[src/rtl/core/assert_macros.svh]
// Assertion macros used by the parser's entry queue.
// Each macro samples on clk_i and is disabled while rst_ni is low.
`ifndef ASSERT_MACROS_SVH
`define ASSERT_MACROS_SVH

// Checks that a property holds at every clock edge outside reset.
`define DOP_ASSERT(lbl, prop, msg) \
  lbl: assert property (@(posedge clk_i) disable iff (!rst_ni) (prop)) else $error(msg);

// Checks that the consequent holds whenever the antecedent holds.
`define DOP_ASSERT_IMP(lbl, ante, cons, msg) \
  lbl: assert property (@(posedge clk_i) disable iff (!rst_ni) (ante) |-> (cons)) else $error(msg);

// Checks that the consequent holds in the cycle after the antecedent.
`define DOP_ASSERT_NEXT(lbl, ante, cons, msg) \
  lbl: assert property (@(posedge clk_i) disable iff (!rst_ni) (ante) |=> (cons)) else $error(msg);

`endif

[src/rtl/core/dop_pkg.sv]
// Types and constants of the DHCP options parser.
// No dependencies; every other file of the block but the two interfaces and the macros imports it.
package dop_pkg;

  localparam int unsigned DopQueueDepth = 4;
  localparam logic [7:0] FieldMaxReset  = 8'd64;

  // Option codes.
  localparam logic [7:0] OptPad      = 8'd0;
  localparam logic [7:0] OptMask     = 8'd1;
  localparam logic [7:0] OptRouter   = 8'd3;
  localparam logic [7:0] OptDns      = 8'd6;
  localparam logic [7:0] OptHost     = 8'd12;
  localparam logic [7:0] OptDomain   = 8'd15;
  localparam logic [7:0] OptReqIp    = 8'd50;
  localparam logic [7:0] OptLease    = 8'd51;
  localparam logic [7:0] OptOverload = 8'd52;
  localparam logic [7:0] OptMsgType  = 8'd53;
  localparam logic [7:0] OptServer   = 8'd54;
  localparam logic [7:0] OptParam    = 8'd55;
  localparam logic [7:0] OptMaxSize  = 8'd57;
  localparam logic [7:0] OptCid      = 8'd61;
  localparam logic [7:0] OptEnd      = 8'd255;

  typedef enum logic [3:0] {
    KindMask     = 4'd0,
    KindRouter   = 4'd1,
    KindDns      = 4'd2,
    KindDomain   = 4'd3,
    KindMsgType  = 4'd4,
    KindMaxSize  = 4'd5,
    KindHost     = 4'd6,
    KindReqIp    = 4'd7,
    KindLease    = 4'd8,
    KindServer   = 4'd9,
    KindCidType  = 4'd10,
    KindCidByte  = 4'd11,
    KindParam    = 4'd12,
    KindStatus   = 4'd13
  } dop_kind_e;

  typedef enum logic [1:0] {
    StOk      = 2'd0,
    StBadLen  = 2'd1,
    StTooLong = 2'd2,
    StNoEnd   = 2'd3
  } dop_status_e;

  typedef enum logic [2:0] {
    PhCode = 3'b001,
    PhLen  = 3'b010,
    PhVal  = 3'b100
  } dop_phase_e;

  // What one accepted word leaves for the output side: an optional item
  // and an optional closing status.
  typedef struct packed {
    logic        item_vld;
    dop_kind_e   kind;
    logic [7:0]  index;
    logic [31:0] value;
    logic        stat_vld;
    dop_status_e status;
  } dop_entry_t;

endpackage

[src/rtl/core/dop_in_if.sv]
// Input channel of the DHCP options parser: one raw byte per word.
// Stand-alone interface, no package dependency.
interface dop_in_if;
  logic       valid;
  logic       ready;
  logic [7:0] data_byte;
  logic       last_byte;

  modport source (output valid, output data_byte, output last_byte, input ready);
  modport sink   (input valid, input data_byte, input last_byte, output ready);
endinterface

[src/rtl/core/dop_out_if.sv]
// Output channel of the DHCP options parser: one decoded item per word.
// Stand-alone interface, no package dependency.
interface dop_out_if;
  logic        valid;
  logic        ready;
  logic [3:0]  item_kind;
  logic [7:0]  item_index;
  logic [31:0] item_value;
  logic [1:0]  parse_status;
  logic        last_result;

  modport source (output valid, output item_kind, output item_index, output item_value,
                  output parse_status, output last_result, input ready);
  modport sink   (input valid, input item_kind, input item_index, input item_value,
                  input parse_status, input last_result, output ready);
endinterface

[src/rtl/core/dop_front.sv]
// Front end of the DHCP options parser: walks the code/length/value bytes,
// checks lengths and builds queue entries. Uses dop_pkg and dop_in_if.
module dop_front (
  input  logic              clk_i,
  input  logic              rst_ni,
  input  logic              cfg_we_i,
  input  logic [7:0]        cfg_data_i,
  dop_in_if.sink            in_i,
  input  logic              q_full_i,
  output logic              push_o,
  output dop_pkg::dop_entry_t entry_o
);
  import dop_pkg::*;

  logic [7:0]  field_max_q;
  dop_phase_e  phase_q, phase_d;
  logic [7:0]  code_q, code_d;
  logic [7:0]  left_q, left_d;
  logic [7:0]  off_q, off_d;
  logic [31:0] acc_q, acc_d;
  dop_status_e err_q, err_d;
  logic        end_q, end_d;
  logic        accept;
  logic [7:0]  b;
  dop_status_e len_st;
  dop_entry_t  entry;

  function automatic dop_status_e check_len(input logic [7:0] code, input logic [7:0] len,
                                            input logic [7:0] fmax);
    dop_status_e st;
    st = StOk;
    case (code)
      OptMask, OptReqIp, OptLease, OptServer: st = (len == 8'd4) ? StOk : StBadLen;
      OptMsgType, OptOverload:                st = (len == 8'd1) ? StOk : StBadLen;
      OptMaxSize:                             st = (len == 8'd2) ? StOk : StBadLen;
      OptRouter, OptDns: begin
        if (len >= 8'd4 && len[1:0] != 2'b00) st = StBadLen;
        else if (len > fmax)                  st = StTooLong;
      end
      OptHost, OptDomain, OptParam: begin
        if (len == 8'd0)      st = StBadLen;
        else if (len > fmax)  st = StTooLong;
      end
      OptCid: begin
        if (len < 8'd2)       st = StBadLen;
        else if (len > fmax)  st = StTooLong;
      end
      default: st = StOk;
    endcase
    return st;
  endfunction

  assign in_i.ready = !q_full_i;
  assign accept     = in_i.valid && in_i.ready;
  assign b          = in_i.data_byte;
  assign len_st     = check_len(code_q, b, field_max_q);

  always_comb begin
    phase_d        = phase_q;
    code_d         = code_q;
    left_d         = left_q;
    off_d          = off_q;
    acc_d          = acc_q;
    err_d          = err_q;
    end_d          = end_q;
    entry.item_vld = 1'b0;
    entry.kind     = KindStatus;
    entry.index    = 8'd0;
    entry.value    = 32'd0;
    entry.stat_vld = 1'b0;
    entry.status   = StOk;

    if (err_q == StOk && !end_q) begin
      case (phase_q)
        PhCode: begin
          if (b == OptEnd) begin
            end_d = 1'b1;
          end else if (b != OptPad) begin
            code_d  = b;
            phase_d = PhLen;
          end
        end
        PhLen: begin
          if (len_st != StOk) begin
            err_d = len_st;
          end else begin
            left_d  = b;
            off_d   = 8'd0;
            acc_d   = 32'd0;
            phase_d = (b != 8'd0) ? PhVal : PhCode;
          end
        end
        PhVal: begin
          acc_d = {acc_q[23:0], b};
          case (code_q)
            OptMask: begin
              entry.item_vld = (off_q == 8'd3);
              entry.kind     = KindMask;
              entry.value    = acc_d;
            end
            OptReqIp: begin
              entry.item_vld = (off_q == 8'd3);
              entry.kind     = KindReqIp;
              entry.value    = acc_d;
            end
            OptLease: begin
              entry.item_vld = (off_q == 8'd3);
              entry.kind     = KindLease;
              entry.value    = acc_d;
            end
            OptServer: begin
              entry.item_vld = (off_q == 8'd3);
              entry.kind     = KindServer;
              entry.value    = acc_d;
            end
            OptRouter: begin
              entry.item_vld = (off_q[1:0] == 2'b11);
              entry.kind     = KindRouter;
              entry.index    = {2'b00, off_q[7:2]};
              entry.value    = acc_d;
            end
            OptDns: begin
              entry.item_vld = (off_q[1:0] == 2'b11);
              entry.kind     = KindDns;
              entry.index    = {2'b00, off_q[7:2]};
              entry.value    = acc_d;
            end
            OptMsgType: begin
              entry.item_vld = 1'b1;
              entry.kind     = KindMsgType;
              entry.value    = {24'd0, b};
            end
            OptMaxSize: begin
              entry.item_vld = (off_q == 8'd1);
              entry.kind     = KindMaxSize;
              entry.value    = {16'd0, acc_d[15:0]};
            end
            OptDomain: begin
              entry.item_vld = 1'b1;
              entry.kind     = KindDomain;
              entry.index    = off_q;
              entry.value    = {24'd0, b};
            end
            OptHost: begin
              entry.item_vld = 1'b1;
              entry.kind     = KindHost;
              entry.index    = off_q;
              entry.value    = {24'd0, b};
            end
            OptParam: begin
              entry.item_vld = 1'b1;
              entry.kind     = KindParam;
              entry.index    = off_q;
              entry.value    = {24'd0, b};
            end
            OptCid: begin
              entry.item_vld = 1'b1;
              entry.kind     = (off_q == 8'd0) ? KindCidType : KindCidByte;
              entry.index    = (off_q == 8'd0) ? 8'd0 : off_q - 8'd1;
              entry.value    = {24'd0, b};
            end
            default: entry.item_vld = 1'b0;
          endcase
          off_d  = off_q + 8'd1;
          left_d = left_q - 8'd1;
          if (left_q == 8'd1) phase_d = PhCode;
        end
        default: phase_d = PhCode;
      endcase
    end

    // The status reflects this byte's own processing, then the message state clears.
    if (in_i.last_byte) begin
      entry.stat_vld = 1'b1;
      if (err_d != StOk) entry.status = err_d;
      else if (end_d)    entry.status = StOk;
      else               entry.status = StNoEnd;
      phase_d = PhCode;
      code_d  = 8'd0;
      left_d  = 8'd0;
      off_d   = 8'd0;
      acc_d   = 32'd0;
      err_d   = StOk;
      end_d   = 1'b0;
    end
  end

  assign push_o  = accept && (entry.item_vld || entry.stat_vld);
  assign entry_o = entry;

  always_ff @(posedge clk_i or negedge rst_ni) begin
    if (!rst_ni) begin
      field_max_q <= FieldMaxReset;
      phase_q     <= PhCode;
      code_q      <= 8'd0;
      left_q      <= 8'd0;
      off_q       <= 8'd0;
      acc_q       <= 32'd0;
      err_q       <= StOk;
      end_q       <= 1'b0;
    end else begin
      if (cfg_we_i) field_max_q <= cfg_data_i;
      if (accept) begin
        phase_q <= phase_d;
        code_q  <= code_d;
        left_q  <= left_d;
        off_q   <= off_d;
        acc_q   <= acc_d;
        err_q   <= err_d;
        end_q   <= end_d;
      end
    end
  end

endmodule

[src/rtl/core/dop_queue.sv]
// Short queue of parser entries between the front and back ends.
// Uses dop_pkg for the entry type and assert_macros.svh for checks.
`include "assert_macros.svh"

module dop_queue #(
  parameter int unsigned Depth = dop_pkg::DopQueueDepth
) (
  input  logic                clk_i,
  input  logic                rst_ni,
  input  logic                push_i,
  input  dop_pkg::dop_entry_t entry_i,
  input  logic                pop_i,
  output dop_pkg::dop_entry_t entry_o,
  output logic                full_o,
  output logic                empty_o
);
  import dop_pkg::*;

  localparam int unsigned PtrW = (Depth > 1) ? $clog2(Depth) : 1;
  localparam int unsigned CntW = $clog2(Depth + 1);

  dop_entry_t            mem_q [Depth];
  logic [PtrW-1:0]       wr_ptr_q, rd_ptr_q;
  logic [CntW-1:0]       count_q;

  assign full_o  = (count_q == CntW'(Depth));
  assign empty_o = (count_q == '0);
  assign entry_o = mem_q[rd_ptr_q];

  always_ff @(posedge clk_i) begin
    if (push_i) mem_q[wr_ptr_q] <= entry_i;
  end

  always_ff @(posedge clk_i or negedge rst_ni) begin
    if (!rst_ni) begin
      wr_ptr_q <= '0;
      rd_ptr_q <= '0;
      count_q  <= '0;
    end else begin
      if (push_i) begin
        wr_ptr_q <= (wr_ptr_q == PtrW'(Depth - 1)) ? '0 : wr_ptr_q + PtrW'(1);
      end
      if (pop_i) begin
        rd_ptr_q <= (rd_ptr_q == PtrW'(Depth - 1)) ? '0 : rd_ptr_q + PtrW'(1);
      end
      if (push_i && !pop_i)      count_q <= count_q + CntW'(1);
      else if (pop_i && !push_i) count_q <= count_q - CntW'(1);
    end
  end

  `DOP_ASSERT_IMP(a_no_push_full, push_i, !full_o, "queue written while full")
  `DOP_ASSERT_IMP(a_no_pop_empty, pop_i, !empty_o, "queue read while empty")
  `DOP_ASSERT_NEXT(a_count_up, push_i && !pop_i, count_q == $past(count_q) + CntW'(1), "queue count lost a push")

endmodule

[src/rtl/core/dop_back.sv]
// Back end of the DHCP options parser: drains queue entries into the
// output register, an item word first and then its status. Uses dop_pkg.
module dop_back (
  input  logic                clk_i,
  input  logic                rst_ni,
  input  logic                q_empty_i,
  input  dop_pkg::dop_entry_t entry_i,
  output logic                pop_o,
  dop_out_if.source           out_o
);
  import dop_pkg::*;

  logic        valid_q, valid_d;
  logic        pend_q, pend_d;
  dop_status_e pend_st_q, pend_st_d;
  logic        load;
  logic [3:0]  kind_q, kind_d;
  logic [7:0]  index_q, index_d;
  logic [31:0] value_q, value_d;
  logic [1:0]  status_q, status_d;
  logic        last_q, last_d;
  logic        slot_free;

  assign slot_free = !valid_q || out_o.ready;
  assign pop_o     = slot_free && !pend_q && !q_empty_i;

  always_comb begin
    valid_d   = valid_q;
    pend_d    = pend_q;
    pend_st_d = pend_st_q;
    load      = 1'b0;
    kind_d    = KindStatus;
    index_d   = 8'd0;
    value_d   = 32'd0;
    status_d  = StOk;
    last_d    = 1'b1;
    if (slot_free) begin
      valid_d = 1'b0;
      if (pend_q) begin
        // A status held back behind the item of the same word.
        valid_d  = 1'b1;
        load     = 1'b1;
        pend_d   = 1'b0;
        status_d = pend_st_q;
      end else if (!q_empty_i) begin
        valid_d = 1'b1;
        load    = 1'b1;
        if (entry_i.item_vld) begin
          kind_d    = entry_i.kind;
          index_d   = entry_i.index;
          value_d   = entry_i.value;
          last_d    = 1'b0;
          pend_d    = entry_i.stat_vld;
          pend_st_d = entry_i.status;
        end else begin
          status_d = entry_i.status;
        end
      end
    end
  end

  always_ff @(posedge clk_i or negedge rst_ni) begin
    if (!rst_ni) begin
      valid_q   <= 1'b0;
      pend_q    <= 1'b0;
      pend_st_q <= StOk;
    end else begin
      valid_q   <= valid_d;
      pend_q    <= pend_d;
      pend_st_q <= pend_st_d;
    end
  end

  always_ff @(posedge clk_i) begin
    if (load) begin
      kind_q   <= kind_d;
      index_q  <= index_d;
      value_q  <= value_d;
      status_q <= status_d;
      last_q   <= last_d;
    end
  end

  assign out_o.valid        = valid_q;
  assign out_o.item_kind    = kind_q;
  assign out_o.item_index   = index_q;
  assign out_o.item_value   = value_q;
  assign out_o.parse_status = status_q;
  assign out_o.last_result  = last_q;

endmodule

[src/rtl/core/dhcp_option_parser_unit.sv]
// Top level of the DHCP options parser: front end, entry queue, back end.
// Uses dop_pkg, dop_in_if, dop_out_if, dop_front, dop_queue and dop_back.
// Throughput: one option byte per cycle while the queue is not full; a last
// byte that also yields an item produces two words, drained through the queue
// at one word per cycle while the output is ready. The output is registered.
// Reset (asynchronous, active low): field_max returns to 64, parser expects a code.
module dhcp_option_parser_unit #(
  parameter int unsigned QueueDepth = dop_pkg::DopQueueDepth
) (
  input  logic       clk_i,
  input  logic       rst_ni,
  input  logic       cfg_we_i,
  input  logic [7:0] cfg_data_i,
  dop_in_if.sink     in_i,
  dop_out_if.source  out_o
);
  import dop_pkg::*;

  logic       push;
  logic       pop;
  logic       q_full;
  logic       q_empty;
  dop_entry_t push_entry;
  dop_entry_t pop_entry;

  dop_front u_front (
    .clk_i      (clk_i),
    .rst_ni     (rst_ni),
    .cfg_we_i   (cfg_we_i),
    .cfg_data_i (cfg_data_i),
    .in_i       (in_i),
    .q_full_i   (q_full),
    .push_o     (push),
    .entry_o    (push_entry)
  );

  dop_queue #(
    .Depth (QueueDepth)
  ) u_queue (
    .clk_i   (clk_i),
    .rst_ni  (rst_ni),
    .push_i  (push),
    .entry_i (push_entry),
    .pop_i   (pop),
    .entry_o (pop_entry),
    .full_o  (q_full),
    .empty_o (q_empty)
  );

  dop_back u_back (
    .clk_i     (clk_i),
    .rst_ni    (rst_ni),
    .q_empty_i (q_empty),
    .entry_i   (pop_entry),
    .pop_o     (pop),
    .out_o     (out_o)
  );

endmodule

[src/flat_wrapper.sv]
// flat-port wrapper written by rule: the top's interface ports become plain ports
module dhcp_option_parser_unit_flat import dop_pkg::*;
#(
  parameter int unsigned QueueDepth = dop_pkg::DopQueueDepth
)
  (clk_i, rst_ni, cfg_we_i, cfg_data_i, in_i_valid, in_i_data_byte, in_i_last_byte, in_i_ready, out_o_valid, out_o_item_kind, out_o_item_index, out_o_item_value, out_o_parse_status, out_o_last_result, out_o_ready);
  dop_in_if in_i_i ();
  dop_out_if out_o_i ();
  input  logic clk_i;
  input  logic rst_ni;
  input  logic cfg_we_i;
  input  logic [7:0] cfg_data_i;
  input wire logic [$bits(in_i_i.valid)-1:0] in_i_valid;
  input wire logic [$bits(in_i_i.data_byte)-1:0] in_i_data_byte;
  input wire logic [$bits(in_i_i.last_byte)-1:0] in_i_last_byte;
  output wire logic [$bits(in_i_i.ready)-1:0] in_i_ready;
  output wire logic [$bits(out_o_i.valid)-1:0] out_o_valid;
  output wire logic [$bits(out_o_i.item_kind)-1:0] out_o_item_kind;
  output wire logic [$bits(out_o_i.item_index)-1:0] out_o_item_index;
  output wire logic [$bits(out_o_i.item_value)-1:0] out_o_item_value;
  output wire logic [$bits(out_o_i.parse_status)-1:0] out_o_parse_status;
  output wire logic [$bits(out_o_i.last_result)-1:0] out_o_last_result;
  input wire logic [$bits(out_o_i.ready)-1:0] out_o_ready;
  assign in_i_i.valid = in_i_valid;
  assign in_i_i.data_byte = in_i_data_byte;
  assign in_i_i.last_byte = in_i_last_byte;
  assign in_i_ready = in_i_i.ready;
  assign out_o_valid = out_o_i.valid;
  assign out_o_item_kind = out_o_i.item_kind;
  assign out_o_item_index = out_o_i.item_index;
  assign out_o_item_value = out_o_i.item_value;
  assign out_o_parse_status = out_o_i.parse_status;
  assign out_o_last_result = out_o_i.last_result;
  assign out_o_i.ready = out_o_ready;
  dhcp_option_parser_unit #(.QueueDepth(QueueDepth)) u_core (.clk_i(clk_i), .rst_ni(rst_ni), .cfg_we_i(cfg_we_i), .cfg_data_i(cfg_data_i), .in_i(in_i_i), .out_o(out_o_i));
endmodule
[config.mk]
export PLATFORM = sky130hd
export DESIGN_NAME = dhcp_option_parser_unit_flat
export DESIGN_NICKNAME = d
export VERILOG_FILES = /design/src/rtl/core/dop_pkg.sv /design/src/rtl/core/dop_in_if.sv /design/src/rtl/core/dop_out_if.sv /design/src/rtl/core/dop_front.sv /design/src/rtl/core/dop_queue.sv /design/src/rtl/core/dop_back.sv /design/src/rtl/core/dhcp_option_parser_unit.sv /design/src/flat_wrapper.sv
export VERILOG_INCLUDE_DIRS = /design/src /design/src/rtl/core
export SDC_FILE = /design/constraint.sdc
export NUM_CORES = 1
export LEC_CHECK = 0
export BUFFER_PORTS_ARGS = -buffer_cell sky130_fd_sc_hd__buf_2
export CORE_ASPECT_RATIO = 0.6
export CORE_MARGIN = 2
export CORE_UTILIZATION = 30
export CTS_BUF_LIST = sky130_fd_sc_hd__clkbuf_16
export CTS_CLUSTER_SIZE = 25
export DETAILED_ROUTE_END_ITERATION = 10
export PLACE_DENSITY_LB_ADDON = 0.25
export SYNTH_ARGS = -nofsm -noshare
export SYNTH_HDL_FRONTEND = slang
export SYNTH_SLANG_ARGS = --single-unit
[constraint.sdc]
create_clock -name clk_i -period 6.7 [get_ports clk_i]
set_input_delay 0 -clock clk_i [delete_from_list [all_inputs] [get_ports clk_i]]
set_output_delay 0 -clock clk_i [all_outputs]
set_load 0.01 [all_outputs]
==> metrics.md <==
| Metric | Value |
|---|---|
| CTS Sinks | `312` |
| Seq cells post-synth | `312` |
| Cells after synthesis | `938` |
| Crit path largest cell delay | `0.65 ns` |
| Core ar. | `44600 um2` |
| Hpwl dp | `21.1 mm` |
| Hold Fails Final Rpt | `0` |
| FF-to-FF Start | `u_core.u_front.code_q[1]` |
| Synth top area cells | `edfxtp_1 53%, dfrtp_1 13%, mux4_2 8.0%` |
| Root buffer cell | `clkbuf_16` |
| Distinct cells, synth | `70` |
| Setup bufs post-CTS | `0` |
| Port Buffers | `70` |
| Kind of critical path | `flip-flop to flip-flop` |
| EDFF count, synth | `239` |
| Routed via count | `8118` |
| Max Buffers Root-to-Sink | `3` |
| Post-CTS Hold Fix Bufs | `34` |
| Via-per-instance ratio | `4.95` |
| Synthesized area per cell | `14.4 um2` |
| Clock skew | `0.0284 ns` |
| Status | `completed` |
| Crit path launch type | `flip-flop` |
| DR WL/cell | `20.0 um` |
| Hold Crit Start | `in_i_valid` |
| Crit path buffers/inverters | `1` |
| Sequential Area | `9010 um2` |
| Worst hold path type | `primary input to flip-flop` |
| Clock-pin slew on the worst setup and hold paths | `0.07 ns` |
| Share of cells above drive strength 1 | `19.5%` |
| Pwr Total | `5.73 mW` |
| Adder-cell area share of the yosys netlist | `1.91%` |
| Slew HR | `30.0%` |
| Multi-input gate area | `4150 um2` |
| Die Height | `168 um` |
| Post-layout min period | `4.05 ns` |
| Critical path capture point type | `flip-flop` |
| DRT iter0 DRCs | `679` |
| Sequential area share after synthesis | `66.8%` |
| Post-route ant nets | `0` |
| Largest family of logic cells by synthesized area | `simple AND/OR/NAND/NOR gates` |
| Setup-failing EPs final | `0` |
| Power Dens Cells | `366 nW/um2` |
| Overall Global Routing Usage | `14.0%` |
| Filler Cell Count | `4347` |
| Area leader, netlist | `edfxtp_1` |
| Post-Synth XOR/XNOR Area | `0.390%` |
| Initial antenna violation count | `2` |
| TritonCTS Buffers | `29` |
| Number of max-cap violations | `0` |
| First-pass GRT wire length | `50.1 mm` |
| Main synth FF type | `edfxtp_1` |
| Worst Path Required | `6.90 ns` |
| Top cell type's share of synthesized area | `53.3%` |
| Most frequent cell after synthesis | `edfxtp_1` |
| Synth top cells by count | `239 x edfxtp_1, 82 x nand2_1, 71 x dfrtp_1, 52 x and3_1, 49 x nor2_1` |
| ANT cells | `0` |
| WP data arrival | `4.25 ns` |
| Syn_nets | `980` |
| Resize count post-CTS | `0` |
| Crit path max-delay cell type | `dfrtp_1` |
| Fin Setup TNS | `0 ns` |
| Area delta synth->final | `16.0%` |
| Synth Area in Compound Gates | `7.67%` |
| Setup crit start | `u_core.u_front.code_q[1]` |
| Max-slew violation count | `0` |
| Site Rows | `60` |
| Starting Density | `30.2%` |
| H-tree depth | `1` |
| # DRC | `0` |
| Crit-path cells | `nor2b_1 -> o21a_1 -> o221ai_1 -> a21oi_1 -> a21boi_2 -> nor2_1 -> nor2_4 -> and2_2 -> buf_4` |
| CTS tree | `yes` |
| Mux cell area share after synthesis | `8.84%` |
| VDD IR max | `0.000163 V` |
| RSZ-0062 raised after global routing | `no` |
| Ys async rst share | `23.4%` |
| Top delay family on crit path | `simple AND/OR/NAND/NOR gates` |
| Final Routed Wirelength | `32.8 mm` |
| Mapped Area | `13500 um2` |
| Yosys warning total | `0` |
| Max Clock Freq | `247 MHz` |
| Worst-Margin Slew | `1.05 ns` |
| Nets | `1069` |
| Clock latency on the worst-skew pair | `0.59 ns` |
| CP max FO | `32` |
| Maximum number of pins on one net before global-route repair | `74` |
| Final period util | `60.4%` |
| Die area | `46700 um2` |
| Global placer's final weighted congestion | `0.788` |
| Chip width | `278 um` |
| TritonRoute pass-1 iters | `5` |
| Post-Synth Simple-Gate Area | `11.8%` |
| Ports | `71` |
| Number of global-route vias before repair | `8026` |
| Total congestion overflow | `0` |
| Leakage | `5.66 nW` |
[worst reg2reg max path: stages (launching register included)]
cell,delay [ns]
dfrtp_1,0.65
nor2b_1,0.51
o21a_1,0.17
o221ai_1,0.11
a21oi_1,0.54
a21boi_2,0.36
nor2_1,0.10
nor2_4,0.16
and2_2,0.50
buf_4,0.52
[per-stage QoR]
stage	utilization [%]	std cells	hold WS, ns	area (um2)	worst slack (ns)
2_1_floorplan	-	938	-0.296	13500	3.15
5_1_grt	35.1	1639	0.117	15600	2.33
6_report	35.1	1639	0.0886	15600	2.65
3_5_place_dp	32.3	1551	0.212	14400	2.70
3_3_place_gp	32.3	1551	0.218	14400	2.78
4_1_cts	35.1	1639	0.0578	15600	2.67
[registers in the layout (all words and copies together), names as in the netlist]
name,count
u_core.u_back.out_o.item_index,8
u_core.u_back.out_o.item_kind,4
u_core.u_back.out_o.item_value,32
u_core.u_back.out_o.last_result,1
u_core.u_back.out_o.parse_status,2
u_core.u_back.out_o.valid,1
u_core.u_back.pend_q,1
u_core.u_back.pend_st_q,2
u_core.u_front.acc_q,24
u_core.u_front.code_q,8
u_core.u_front.end_q,1
u_core.u_front.err_q,2
u_core.u_front.field_max_q,8
u_core.u_front.left_q,8
u_core.u_front.off_q,8
u_core.u_front.phase_q,3
u_core.u_queue.count_q,3
u_core.u_queue.mem_q,192
u_core.u_queue.rd_ptr_q,2
u_core.u_queue.wr_ptr_q,2
[logic make-up after synthesis]
family,Yosys count
AND/OR/NAND/NOR,304
XOR/XNOR,6
buffers and inverters,75
multiplexers,58
adder cells (fa/ha/maj),20
AO/OA/AOI/OAI,163
flip-flops,312
[placed cells by master, fill, tap and decap left out, types with 5 or more instances in the layout]
cell type / count
a21oi_1: 31
a22o_1: 9
a22oi_1: 7
and2_1: 35
and3_1: 52
buf_2: 69
buf_4: 10
clkbuf_16: 29
clkinv_1: 7
clkinv_2: 6
dfrtp_1: 69
dlygate4sd3_1: 34
edfxtp_1: 239
ha_1: 19
inv_1: 28
mux2_2: 8
mux4_2: 48
nand2_1: 82
nand2b_1: 7
nand3_1: 10
nand4_1: 7
nor2_1: 47
nor2b_1: 8
nor3_1: 16
nor4_1: 5
o21ai_0: 46
o21ai_1: 26
o31ai_1: 8
or3_1: 6
[power by group]
group / switching (mW) / internal, mW
Sequential: 0.205 / 2.44
Combinational: 0.864 / 0.632
Clock: 0.726 / 0.864
[worst paths after layout]
check / slack [ns] / end / cells past startpoint
worst max-delay path: 2.65 / u_core.u_queue.mem_q[1][34] / 9
worst min-delay path: 0.09 / u_core.u_front.end_q / 4
worst max register to register: 2.65 / u_core.u_queue.mem_q[1][34] / 9
worst min register to register: 0.48 / u_core.u_front.acc_q[22] / 2
max in group asynchronous: 5.77 / u_core.u_queue.rd_ptr_q[0] / 2
min in group asynchronous: 0.12 / u_core.u_front.left_q[4] / 2
[final cells by class]
class	instances	area share [%]
clock buffer	29	4.64
clock inverter	25	1.11
inverter	20	0.480
multi-input combinational	551	26.6
sequential	312	57.6
tap	589	4.71
timing repair buffer	113	4.86
[routing by layer]
| metal | wire length, um | GRT usage [%] |
|---|---|---|
| met1 | 16800 | 22.4 |
| met2 | 13100 | 19.2 |
| met3 | 2490 | 3.61 |
| met4 | 405 | 2.12 |
| met5 | 0 | 0 |
No activity file was read; power rests on OpenSTA's default activity.
